### config.mk
export PLATFORM = sky130hd
export DESIGN_NAME = wildcard_alternation_matcher_top
export DESIGN_NICKNAME = d
export VERILOG_FILES = /design/src/rtl/wam_pkg.sv /design/src/rtl/wam_ram.sv /design/src/rtl/wam_dp.sv /design/src/rtl/wam_ctrl.sv /design/src/rtl/wildcard_alternation_matcher_top.sv
export SDC_FILE = /design/constraint.sdc
export NUM_CORES = 2
export LEC_CHECK = 0
export BUFFER_PORTS_ARGS = -buffer_cell sky130_fd_sc_hd__clkbuf_2
export CORE_MARGIN = 2
export CORE_UTILIZATION = 35
export CTS_CLUSTER_DIAMETER = 60
export DETAILED_ROUTE_END_ITERATION = 8
export SKIP_LAST_GASP = 1
export SYNTH_ARGS = -nofsm -noshare
export SYNTH_HDL_FRONTEND = slang
export SYNTH_HIERARCHICAL = 1
export SYNTH_SLANG_ARGS = --single-unit
### constraint.sdc
create_clock -name clk -period 4.35 [get_ports clk]
set_input_delay 0.87 -clock clk [delete_from_list [all_inputs] [get_ports clk]]
set_output_delay 0.87 -clock clk [all_outputs]
set_load 0.05 [all_outputs]
### src/rtl/wam_pkg.sv
// Shared types and constants for the wildcard alternation matcher.
// No dependencies; used by every module of the block but wam_ram.
package wam_pkg;

  localparam logic [7:0] CH_STAR = 8'h2A;
  localparam logic [7:0] CH_BAR  = 8'h7C;
  localparam logic [7:0] CH_ESC  = 8'h5C;

  typedef enum logic [1:0] {
    CMD_PAT_BYTE = 2'd0,
    CMD_PAT_END  = 2'd1,
    CMD_TXT_BYTE = 2'd2,
    CMD_TXT_END  = 2'd3
  } cmd_code_t;

  typedef enum logic [10:0] {
    S_IDLE   = 11'b000_0000_0001,
    S_ALT    = 11'b000_0000_0010,
    S_SCAN_W = 11'b000_0000_0100,
    S_SCAN_E = 11'b000_0000_1000,
    S_M_W    = 11'b000_0001_0000,
    S_M_E    = 11'b000_0010_0000,
    S_E_W    = 11'b000_0100_0000,
    S_E_E    = 11'b000_1000_0000,
    S_ST_W   = 11'b001_0000_0000,
    S_ST_E   = 11'b010_0000_0000,
    S_RES    = 11'b100_0000_0000
  } state_t;

  typedef struct packed {
    logic pat_byte;
    logic pat_end;
    logic txt_byte;
    logic txt_end;
    logic txt_clear;
    logic scan_sel;
    logic first_alt;
    logic scan_init;
    logic scan_adv;
    logic match_init;
    logic ip_inc;
    logic it_inc;
    logic mark;
    logic backtrack;
    logic next_alt;
  } dp_cmd_t;

  typedef struct packed {
    logic ovf;
    logic ip_lt_end;
    logic it_lt_tc;
    logic ip_eq_end;
    logic it_eq_tc;
    logic end_lt_pc;
    logic p_esc;
    logic p_star;
    logic p_bar;
    logic p_eq_t;
    logic scan_esc;
    logic seen;
  } dp_stat_t;

endpackage

### src/rtl/wam_ram.sv
// Generic simple dual-port RAM: one write port, one registered read port.
// No dependencies.
module wam_ram #(
  parameter int WIDTH = 8,
  parameter int DEPTH = 64
) (
  input  logic                     clk,
  input  logic                     we,
  input  logic [$clog2(DEPTH)-1:0] waddr,
  input  logic [WIDTH-1:0]         wdata,
  input  logic [$clog2(DEPTH)-1:0] raddr,
  output logic [WIDTH-1:0]         rdata
);
  logic [WIDTH-1:0] mem [DEPTH];

  always_ff @(posedge clk) begin
    if (we) begin
      mem[waddr] <= wdata;
    end
    rdata <= mem[raddr];
  end
endmodule

### src/rtl/wam_dp.sv
// Datapath: pattern and text stores, counts, and the match walk pointers.
// Depends on wam_pkg and wam_ram; driven by wam_ctrl commands.
module wam_dp #(
  parameter int PD = 64,
  parameter int TD = 256
) (
  input  logic              clk,
  input  logic              rst_n,
  input  wam_pkg::dp_cmd_t  cmd,
  input  logic [7:0]        data_byte,
  output wam_pkg::dp_stat_t st
);
  import wam_pkg::*;

  localparam int PCW = $clog2(PD + 1);
  localparam int PAW = $clog2(PD);
  localparam int TCW = $clog2(TD + 1);
  localparam int TAW = $clog2(TD);

  logic [PCW-1:0] pc_r, pc_nxt, start_r, start_nxt, end_r, end_nxt;
  logic [PCW-1:0] ip_r, ip_nxt, spm_r, spm_nxt, p_eff;
  logic [TCW-1:0] tc_r, tc_nxt, it_r, it_nxt, stm_r, stm_nxt;
  logic filling_r, filling_nxt, ptl_r, ptl_nxt, ttl_r, ttl_nxt;
  logic esc_r, esc_nxt, seen_r, seen_nxt;
  logic p_we, t_we;
  logic [7:0] p_q, t_q;
  logic [PCW-1:0] p_raddr;

  assign p_eff   = filling_r ? pc_r : '0;
  assign p_we    = cmd.pat_byte && (p_eff < PCW'(PD));
  assign t_we    = cmd.txt_byte && (tc_r < TCW'(TD));
  assign p_raddr = cmd.scan_sel ? end_r : ip_r;

  wam_ram #(.WIDTH(8), .DEPTH(PD)) u_pat (
    .clk(clk), .we(p_we), .waddr(p_eff[PAW-1:0]), .wdata(data_byte),
    .raddr(p_raddr[PAW-1:0]), .rdata(p_q));

  wam_ram #(.WIDTH(8), .DEPTH(TD)) u_txt (
    .clk(clk), .we(t_we), .waddr(tc_r[TAW-1:0]), .wdata(data_byte),
    .raddr(it_r[TAW-1:0]), .rdata(t_q));

  always_comb begin
    pc_nxt = pc_r; filling_nxt = filling_r; ptl_nxt = ptl_r;
    tc_nxt = tc_r; ttl_nxt = ttl_r;
    start_nxt = start_r; end_nxt = end_r; esc_nxt = esc_r;
    ip_nxt = ip_r; it_nxt = it_r; spm_nxt = spm_r; stm_nxt = stm_r;
    seen_nxt = seen_r;
    if (cmd.pat_byte) begin
      filling_nxt = 1'b1;
      if (!filling_r) ptl_nxt = 1'b0;
      if (p_we) pc_nxt = p_eff + 1'b1;
      else ptl_nxt = 1'b1;
    end
    if (cmd.pat_end) begin
      if (!filling_r) begin
        pc_nxt = '0;
        ptl_nxt = 1'b0;
      end
      filling_nxt = 1'b0;
    end
    if (cmd.txt_byte) begin
      filling_nxt = 1'b0;
      if (t_we) tc_nxt = tc_r + 1'b1;
      else ttl_nxt = 1'b1;
    end
    if (cmd.txt_end) filling_nxt = 1'b0;
    if (cmd.txt_clear) begin
      tc_nxt = '0;
      ttl_nxt = 1'b0;
    end
    if (cmd.first_alt) start_nxt = '0;
    if (cmd.scan_init) begin
      end_nxt = start_r;
      esc_nxt = 1'b0;
    end
    if (cmd.scan_adv) begin
      esc_nxt = (p_q == CH_ESC) ? !esc_r : 1'b0;
      end_nxt = end_r + 1'b1;
    end
    if (cmd.match_init) begin
      ip_nxt = start_r; it_nxt = '0; spm_nxt = '0; stm_nxt = '0;
      seen_nxt = 1'b0;
    end
    if (cmd.ip_inc) ip_nxt = ip_r + 1'b1;
    if (cmd.it_inc) it_nxt = it_r + 1'b1;
    if (cmd.mark) begin
      spm_nxt = ip_r; stm_nxt = it_r; seen_nxt = 1'b1;
    end
    if (cmd.backtrack) begin
      stm_nxt = stm_r + 1'b1;
      ip_nxt = spm_r;
      it_nxt = stm_r + 1'b1;
    end
    if (cmd.next_alt) start_nxt = end_r + 1'b1;
  end

  always_ff @(posedge clk) begin
    if (!rst_n) begin
      pc_r <= '0; filling_r <= 1'b0; ptl_r <= 1'b0;
      tc_r <= '0; ttl_r <= 1'b0; seen_r <= 1'b0;
      spm_r <= '0; stm_r <= '0;
    end else begin
      pc_r <= pc_nxt; filling_r <= filling_nxt; ptl_r <= ptl_nxt;
      tc_r <= tc_nxt; ttl_r <= ttl_nxt; seen_r <= seen_nxt;
      spm_r <= spm_nxt; stm_r <= stm_nxt;
    end
  end

  always_ff @(posedge clk) begin
    start_r <= start_nxt; end_r <= end_nxt; esc_r <= esc_nxt;
    ip_r <= ip_nxt; it_r <= it_nxt;
  end

  always_comb begin
    st.ovf       = ptl_r || ttl_r;
    st.ip_lt_end = ip_r < end_r;
    st.it_lt_tc  = it_r < tc_r;
    st.ip_eq_end = ip_r == end_r;
    st.it_eq_tc  = it_r == tc_r;
    st.end_lt_pc = end_r < pc_r;
    st.p_esc     = p_q == CH_ESC;
    st.p_star    = p_q == CH_STAR;
    st.p_bar     = p_q == CH_BAR;
    st.p_eq_t    = p_q == t_q;
    st.scan_esc  = esc_r;
    st.seen      = seen_r;
  end
endmodule

### src/rtl/wam_ctrl.sv
// Controller: accepts items, sequences the match walk, holds the result.
// Depends on wam_pkg; drives wam_dp through command and status structs.
module wam_ctrl (
  input  logic              clk,
  input  logic              rst_n,
  input  logic              in_tvalid,
  output logic              in_tready,
  input  logic [1:0]        in_cmd,
  output logic              out_tvalid,
  input  logic              out_tready,
  output logic              res_matched,
  output logic              res_overflow,
  output wam_pkg::dp_cmd_t  cmd,
  input  wam_pkg::dp_stat_t st
);
  import wam_pkg::*;

  state_t state_r, state_nxt;
  logic hit_r, hit_nxt, ovf_r, ovf_nxt;
  logic ov_r, ov_nxt, om_r, om_nxt, oo_r, oo_nxt;
  logic accept, do_cmp;

  assign in_tready    = state_r == S_IDLE;
  assign accept       = in_tvalid && in_tready;
  assign out_tvalid   = ov_r;
  assign res_matched  = om_r;
  assign res_overflow = oo_r;

  always_comb begin
    cmd = '0;
    state_nxt = state_r;
    hit_nxt = hit_r; ovf_nxt = ovf_r;
    ov_nxt = ov_r && !out_tready; om_nxt = om_r; oo_nxt = oo_r;
    do_cmp = 1'b0;
    case (state_r)
      S_IDLE: begin
        if (accept) begin
          case (cmd_code_t'(in_cmd))
            CMD_PAT_BYTE: cmd.pat_byte = 1'b1;
            CMD_PAT_END:  cmd.pat_end = 1'b1;
            CMD_TXT_BYTE: cmd.txt_byte = 1'b1;
            CMD_TXT_END: begin
              cmd.txt_end = 1'b1;
              ovf_nxt = st.ovf;
              hit_nxt = 1'b0;
              if (st.ovf) begin
                state_nxt = S_RES;
              end else begin
                cmd.first_alt = 1'b1;
                state_nxt = S_ALT;
              end
            end
            default: ;
          endcase
        end
      end
      S_ALT: begin
        cmd.scan_init = 1'b1;
        state_nxt = S_SCAN_W;
      end
      S_SCAN_W: begin
        cmd.scan_sel = 1'b1;
        state_nxt = S_SCAN_E;
      end
      S_SCAN_E: begin
        cmd.scan_sel = 1'b1;
        if (st.end_lt_pc && (!st.p_bar || st.scan_esc)) begin
          cmd.scan_adv = 1'b1;
          state_nxt = S_SCAN_W;
        end else begin
          cmd.match_init = 1'b1;
          state_nxt = S_M_W;
        end
      end
      S_M_W: state_nxt = S_M_E;
      S_M_E: begin
        if (st.ip_eq_end && st.it_eq_tc) begin
          hit_nxt = 1'b1;
          state_nxt = S_RES;
        end else if (st.ip_lt_end && st.p_esc) begin
          cmd.ip_inc = 1'b1;
          state_nxt = S_E_W;
        end else if (st.ip_lt_end && st.p_star) begin
          cmd.ip_inc = 1'b1;
          state_nxt = S_ST_W;
        end else begin
          do_cmp = 1'b1;
        end
      end
      S_E_W: state_nxt = S_E_E;
      S_E_E: do_cmp = 1'b1;
      S_ST_W: state_nxt = S_ST_E;
      S_ST_E: begin
        if (st.ip_lt_end && st.p_star) begin
          cmd.ip_inc = 1'b1;
          state_nxt = S_ST_W;
        end else begin
          cmd.mark = 1'b1;
          state_nxt = S_M_W;
        end
      end
      S_RES: begin
        if (!ov_r || out_tready) begin
          ov_nxt = 1'b1;
          om_nxt = hit_r;
          oo_nxt = ovf_r;
          cmd.txt_clear = 1'b1;
          state_nxt = S_IDLE;
        end
      end
      default: state_nxt = S_IDLE;
    endcase
    // literal compare, else backtrack to the last star, else try next alternative or post the result if none is left
    if (do_cmp) begin
      if (st.ip_lt_end && st.it_lt_tc && st.p_eq_t) begin
        cmd.ip_inc = 1'b1;
        cmd.it_inc = 1'b1;
        state_nxt = S_M_W;
      end else if (st.seen && st.it_lt_tc) begin
        cmd.backtrack = 1'b1;
        state_nxt = S_M_W;
      end else if (!st.end_lt_pc) begin
        state_nxt = S_RES;
      end else begin
        cmd.next_alt = 1'b1;
        state_nxt = S_ALT;
      end
    end
  end

  always_ff @(posedge clk) begin
    if (!rst_n) begin
      state_r <= S_IDLE;
      ov_r <= 1'b0;
    end else begin
      state_r <= state_nxt;
      ov_r <= ov_nxt;
    end
  end

  always_ff @(posedge clk) begin
    hit_r <= hit_nxt; ovf_r <= ovf_nxt; om_r <= om_nxt; oo_r <= oo_nxt;
  end
endmodule

### src/rtl/wildcard_alternation_matcher_top.sv
// Top level of the wildcard alternation matcher: stream ports, controller
// and datapath. Depends on wam_pkg, wam_ctrl, wam_dp (and wam_ram below it).
//
//  channel   | dir | ports                              | contents
//  ----------+-----+------------------------------------+-------------------------
//  in_       | in  | in_tvalid/in_tready/in_tdata/tuser | one pattern/text command
//  out_      | out | out_tvalid/out_tready/out_tdata    | one match result
//
// Text end runs the match walk. Every evaluation has a wait state for the
// registered store read and a state to decide. An evaluation is a scanned
// pattern position, including the end of the alternative, or a walk step,
// including the last check. Each tried alternative adds a setup state, and
// posting the result adds the result state. The registered read port of each
// store RAM calls for the wait state. With overflow set the match walk is
// skipped and the block goes straight to the result state, which posts the
// result once the result slot is free. Synchronous active-low reset empties
// both stores by clearing their counts; store contents are not cleared. Items
// are taken while a result waits; a match whose result slot is still full
// holds until out_tready frees it.
module wildcard_alternation_matcher_top #(
  parameter int PATTERN_DEPTH = 64,
  parameter int TEXT_DEPTH = 256
) (
  input  logic       clk,
  input  logic       rst_n,
  input  logic       in_tvalid,
  output logic       in_tready,
  input  logic [7:0] in_tdata,   // [7:0] data_byte
  input  logic [1:0] in_tuser,   // [1:0] command
  output logic       out_tvalid,
  input  logic       out_tready,
  output logic [7:0] out_tdata   // [0] matched, [1] overflow, [7:2] zero
);
  import wam_pkg::*;

  dp_cmd_t  cmd;
  dp_stat_t st;
  logic     res_matched, res_overflow;

  // controller: handshake, sequencing and result register
  wam_ctrl u_ctrl (
    .clk(clk), .rst_n(rst_n),
    .in_tvalid(in_tvalid), .in_tready(in_tready), .in_cmd(in_tuser),
    .out_tvalid(out_tvalid), .out_tready(out_tready),
    .res_matched(res_matched), .res_overflow(res_overflow),
    .cmd(cmd), .st(st));

  // datapath: stores, counts, walk pointers and compares
  wam_dp #(.PD(PATTERN_DEPTH), .TD(TEXT_DEPTH)) u_dp (
    .clk(clk), .rst_n(rst_n), .cmd(cmd), .data_byte(in_tdata), .st(st));

  assign out_tdata = {6'd0, res_overflow, res_matched};

  // overflow always forces no match
  a_ovf_nomatch: assert property (@(posedge clk) disable iff (!rst_n)
    out_tvalid |-> !(out_tdata[0] && out_tdata[1]))
    else $error("match reported together with overflow");

  // a text end item always takes the block busy
  a_txt_end_busy: assert property (@(posedge clk) disable iff (!rst_n)
    (in_tvalid && in_tready && in_tuser == CMD_TXT_END) |=> !in_tready)
    else $error("block idle right after text end");

  // a new result only comes from the busy phase
  a_res_from_busy: assert property (@(posedge clk) disable iff (!rst_n)
    $rose(out_tvalid) |-> $past(!in_tready))
    else $error("result raised without a match phase");
endmodule
# Word level (Yosys, flattened, before mapping)
# Memories as Yosys holds them, arrays and structs flattened. A register that Yosys moved wholly into a read port is not among the register bits.
# Index checks and enable logic that the tools add are counted.
# totals
regBits	83
ramBits	2560
out_inout_bits	10
wordCells	184
memories	2
# memory_table
memory	depth	width	read_ports	rd_clocked_by_memory_dff	write_ports	line	source
u_dp.u_txt.mem	256	8	1	1	1	wam_ram.sv:14	logic [WIDTH-1:0] mem [DEPTH];
u_dp.u_pat.mem	64	8	1	1	1	wam_ram.sv:14	
# classes
addsub	6
magnitude_cmp	5
eq_ne	28
muxes	87
bitwise	2
reduce_logical	35
# ops
cell	n
2-to-1 mux 11 bit	11
case mux 11 bit (11 select lines)	1
2-to-1 mux 7 bit	14
2-to-1 mux 9 bit	6
2-to-1 mux 1 bit	43
adder 9 x 1 -> 9 bit (second input constant)	3
adder 7 x 1 -> 7 bit (second input constant)	3
equality test 8 x 7 -> 1 bit (second input constant)	2
< comparator 7 bit	2
equality test 11 x 1 -> 1 bit (second input constant)	1
equality test 11 x 10 -> 1 bit (second input constant)	1
equality test 11 bit (second input constant)	1
equality test 11 x 2 -> 1 bit (second input constant)	1
equality test 11 x 3 -> 1 bit (second input constant)	1
equality test 11 x 4 -> 1 bit (second input constant)	1
equality test 11 x 5 -> 1 bit (second input constant)	1
equality test 11 x 6 -> 1 bit (second input constant)	1
equality test 11 x 7 -> 1 bit (second input constant)	1
equality test 11 x 8 -> 1 bit (second input constant)	1
equality test 11 x 9 -> 1 bit (second input constant)	1
logical AND 1 bit	11
2-to-1 mux 2 bit	5
equality test 9 bit	1
< comparator 9 bit	1
28 further kinds	49

# Logic depth before layout (Yosys ltp)
# depth
word_depth	10
mapped_depth	17
mapped_depth_nobuf	14

# Cells and area by module
# Netlist, hierarchy kept.
# by_module_without_submodules
mod	n_inst	cells_per_inst	area_per_inst_um2
wam_ram (u_dp.u_txt)	1	3733	79556.3
wam_ram (u_dp.u_pat)	1	940	20166.8
wam_dp	1	462	4129.0
wam_ctrl	1	130	1076.0
wildcard_alternation_matcher_top	1	9	63.8

# Worst setup path after synthesis
# Ideal clock, no wire load.
# synth_timing
path_type	register to register
from	reg u_ctrl.state_r[10]
to	mem u_dp.u_txt.mem[234][0] (enable)
setup_ns	0.370
arrival_ns	3.387
t_required_ns	3.980
slack_ns	0.592
stages_incl_launch_ff	13
path_buffers	5
path_cell_list	dfxtp_1 -> nor3_1 -> and4_1 -> clkbuf_2 -> nand2_1 -> nor3b_1 -> nor2b_1 -> clkbuf_1 -> clkbuf_1 -> buf_1 -> nand3_1 -> clkbuf_1 -> nor2_1
# synth_rtl
element	line	source
start, declared	wam_ctrl.sv:18	state_t state_r, state_nxt;
start signal, assigned	wam_ctrl.sv:136	state_r <= state_nxt;
end, declared	wam_ram.sv:14	

==> results.md <==
- Routed wire length: 259 mm
- Skew-Pair Late Insertion Delay: about 0.88 ns
- CTS tree: yes
- Initial cell density of the core: 0.351
- Setup Skew: 0.0967 ns
- Synth Area in Adders: 0.00322
- Rel. slew slack: 0.0214
- XOR/XNOR Fraction of Synth Area: 0.00309
- Top Ports: 24
- Drt wl/cell: between 20 and 30 um
- Largest net degree at the start of global routing: 136
- F_max: between 200 and 250 MHz
- Synthesized area: ~100,000 sq um
- Unrepaired setup endpoints after global routing: no
- Core Region: ~300,000 sq um
- Port bufs: 17
- Power per cell area: between 400 and 500 nW/um^2
- Layout area overhead: 14.7%
- CTS root buf: clkbuf_16
- First-pass GRT wire length: ~380 mm
- Setup TNS: 0 ns
- Vias per cell: 5.45
- Hold Crit Class: reg -> reg
- GR Util All Layers: 0.168
- Data required, critical path: roughly 4.8 ns
- Yosys cell types: 94
- Grt ovf: 0
- Slowest stage cell, crit path: nor2_1
- Vias in the first global route: 53.6k
- Critical-path cell list: nor3_1 -> and4_1 -> nand2_1 -> nor3b_1 -> buf_4 -> nor2b_2 -> buf_4 -> nand3_1 -> nor2_1
- Register area share after synthesis: 0.754
- Max Slew Vio Count: 0
- Worst setup SP type: flip-flop
- VDD IR-drop max: roughly 0.00031 V
- Most used cell along the critical path: buf_4
- Post-synthesis compound-gate area fraction: 0.0369
- Util after Layout: 0.402
- H-tree Lvls: 5
- Wire length on met1: 108 mm
- Met3 routed WL: about 19 mm
- Leading cell types in the layout, fill and taps excluded: edfxtp_1, mux4_2, nor2_1
- # Post-CTS Setup Buffers: 0
- Initial antenna violation count: 5
- Warnings, synthesis: 6
- Vias: 53.4k
- Top fanout value on the critical path: 11
- Ratio of cells with drive above 1 in the final layout: 0.245
- Starting DRT DRC Count: 5,919
- Fin crit share: 0.930
- Clock transition at path regs: about 0.06 ns
- Total CTS buffers: 274
- CP peak stage delay: 0.81 ns
- Main combinational cell family by area after synthesis: multiplexers
- Post_cts resized: 0
- Placer Congestion: 0.864
- Setup violations, final: 0
- Drt first pass iters: 5
- CTS hold repair buffers: 0
- Synth Flop Type: edfxtp_1
- Sink count of the clock tree: 2,659
- Top Layer Used: met4
- # DRC: 0
- Path type of the worst setup path: reg -> reg
- CP endpoint kind: flip-flop
- Synthesized area per cell: 19.9 sq um
- Nets: 5,683
- Measured slew at the worst slew-check pin: 1.47 ns
- Die area: 304,000 sq um
- Max Cap Viol: 0
- Yosys reg bits: 2,659
- Clk buf depth: 4
- Die Ht: 552 um
- Routed Antenna Nets: 0
- Hold Violations, Final: 0
- Metal2 WL: between 100 and 150 mm
- Min Tclk post-route: 4.05 ns
- Die span in x: 552 um
- DP Wirelength: 160 mm
- Mux contribution to synthesized area: 0.143
- Fillers: approximately 26k
- Number of synthesized flops with an enable pin: 2,595
- Site row count: 201
- Leakage: 38.7 nW
- Post-synth ARST share: 0
- Most common cell after layout, fill and taps aside: edfxtp_1
- Post-Syn Instances: 5,274
- Status: finished clean
- Simple-gate portion of the synthesized area: 0.0393
- Crit path DAT: 4.49 ns
## report_power, final
part           total, W  internal [W]  switching, W
logic          0.000588     0.0000803      0.000508
clock network    0.0230        0.0132       0.00978
registers        0.0281        0.0281     0.0000107
total            0.0517        0.0414        0.0103
## cells by family (layout without fill, tap and decap cells)
group                      count (synthesis)  in the layout
muxes                                    766            766
DFF                                     2659           2659
xor gates and xnor gates                  37             37
other                                      1             10
and+or+nand+nor                          865            865
AOI/OAI and AO/OA                        559            559
adders and majority gates                 27             27
buffers and inverters                    360            927
## synthesized netlist by cell type, types with 40 or more instances
| cell type | count | area (sq um) |
|---|---|---|
| mux2i_1 | 163 | 1630 |
| a22oi_1 | 139 | 1040 |
| mux4_2 | 580 | 13100 |
| nor2_1 | 423 | 1590 |
| buf_4 | 54 | 405 |
| nor2b_1 | 60 | 375 |
| edfxtp_1 | 2595 | 77900 |
| dfxtp_1 | 64 | 1280 |
| nand2_1 | 100 | 375 |
| o21ai_0 | 42 | 210 |
| clkbuf_1 | 138 | 518 |
| nor3_1 | 44 | 220 |
| o22ai_1 | 42 | 263 |
| nand3_1 | 65 | 325 |
| inv_1 | 40 | 150 |
| a21oi_1 | 136 | 681 |
| o221ai_1 | 54 | 473 |
| buf_2 | 48 | 240 |
## cell type report
cell class                 instances  area, sq um  share of cell area
sequential                      2659        79200               0.658
clock inverter                   158         1630              0.0135
multi-input combinational       2260        23700               0.197
timing repair buffer             405         3620              0.0300
antenna                            4         10.0           0.0000831
inverter                          42          158             0.00131
tap                             3958         4950              0.0411
clock buffer                     322         7090              0.0589
## registers in the layout, summed over array words and instances (netlist names), 7 cells and up
register          flops
u_dp/u_txt/mem     2048
u_dp/start_r          7
u_dp/u_pat/mem      512
u_dp/ip_r             7
u_dp/spm_r            7
u_dp/pc_r             7
u_dp/it_r             9
u_dp/end_r            7
u_dp/u_txt/rdata      8
u_ctrl/state_r       11
u_dp/stm_r            9
u_dp/tc_r             9
u_dp/u_pat/rdata      8
## final timing paths
kind / start / cells past startpoint / to / slack (ns)
worst max-delay path: u_ctrl/state_r[5] / 9 / u_dp/u_txt/mem[149][3] / 0.30
worst min-delay path: u_ctrl/ovf_r / 0 / u_ctrl/res_overflow / 0.43
worst max register to register: u_ctrl/state_r[5] / 9 / u_dp/u_txt/mem[149][3] / 0.30
worst min register to register: u_ctrl/ovf_r / 0 / u_ctrl/res_overflow / 0.43
## routing by layer
| metal | vias to the layer above | global-route usage |
|---|---|---|
| met2 | 2127 | 0.273 |
| li1 | 22500 | - |
| met1 | 28400 | 0.231 |
| met4 | 0 | 0.0453 |
| met3 | 425 | 0.0303 |
| met5 | - | 0 |
## worst max-delay path: cells and delay by family, from the launching register on
family	cells	cell delay, ns
buffers and inverters	2	0.43
DFF	1	0.38
and+or+nand+nor	7	2.86
## per-stage QoR
stage | worst slack (ns) | cells | power (W) | instance area (sq um) | hold WS [ns]
after floorplan | 0.592 | 5279 | 0.0287 | 105000 | 0.400
after global placement | 0.253 | 9324 | 0.0292 | 112000 | 0.404
after detailed placement | 0.236 | 9324 | 0.0293 | 112000 | 0.423
after CTS | 0.281 | 9804 | 0.0522 | 120000 | 0.428
after global routing | 0.124 | 9805 | 0.0531 | 120000 | 0.444
final | 0.305 | 9808 | 0.0517 | 120000 | 0.428
Power figures use the tool's default switching activity.
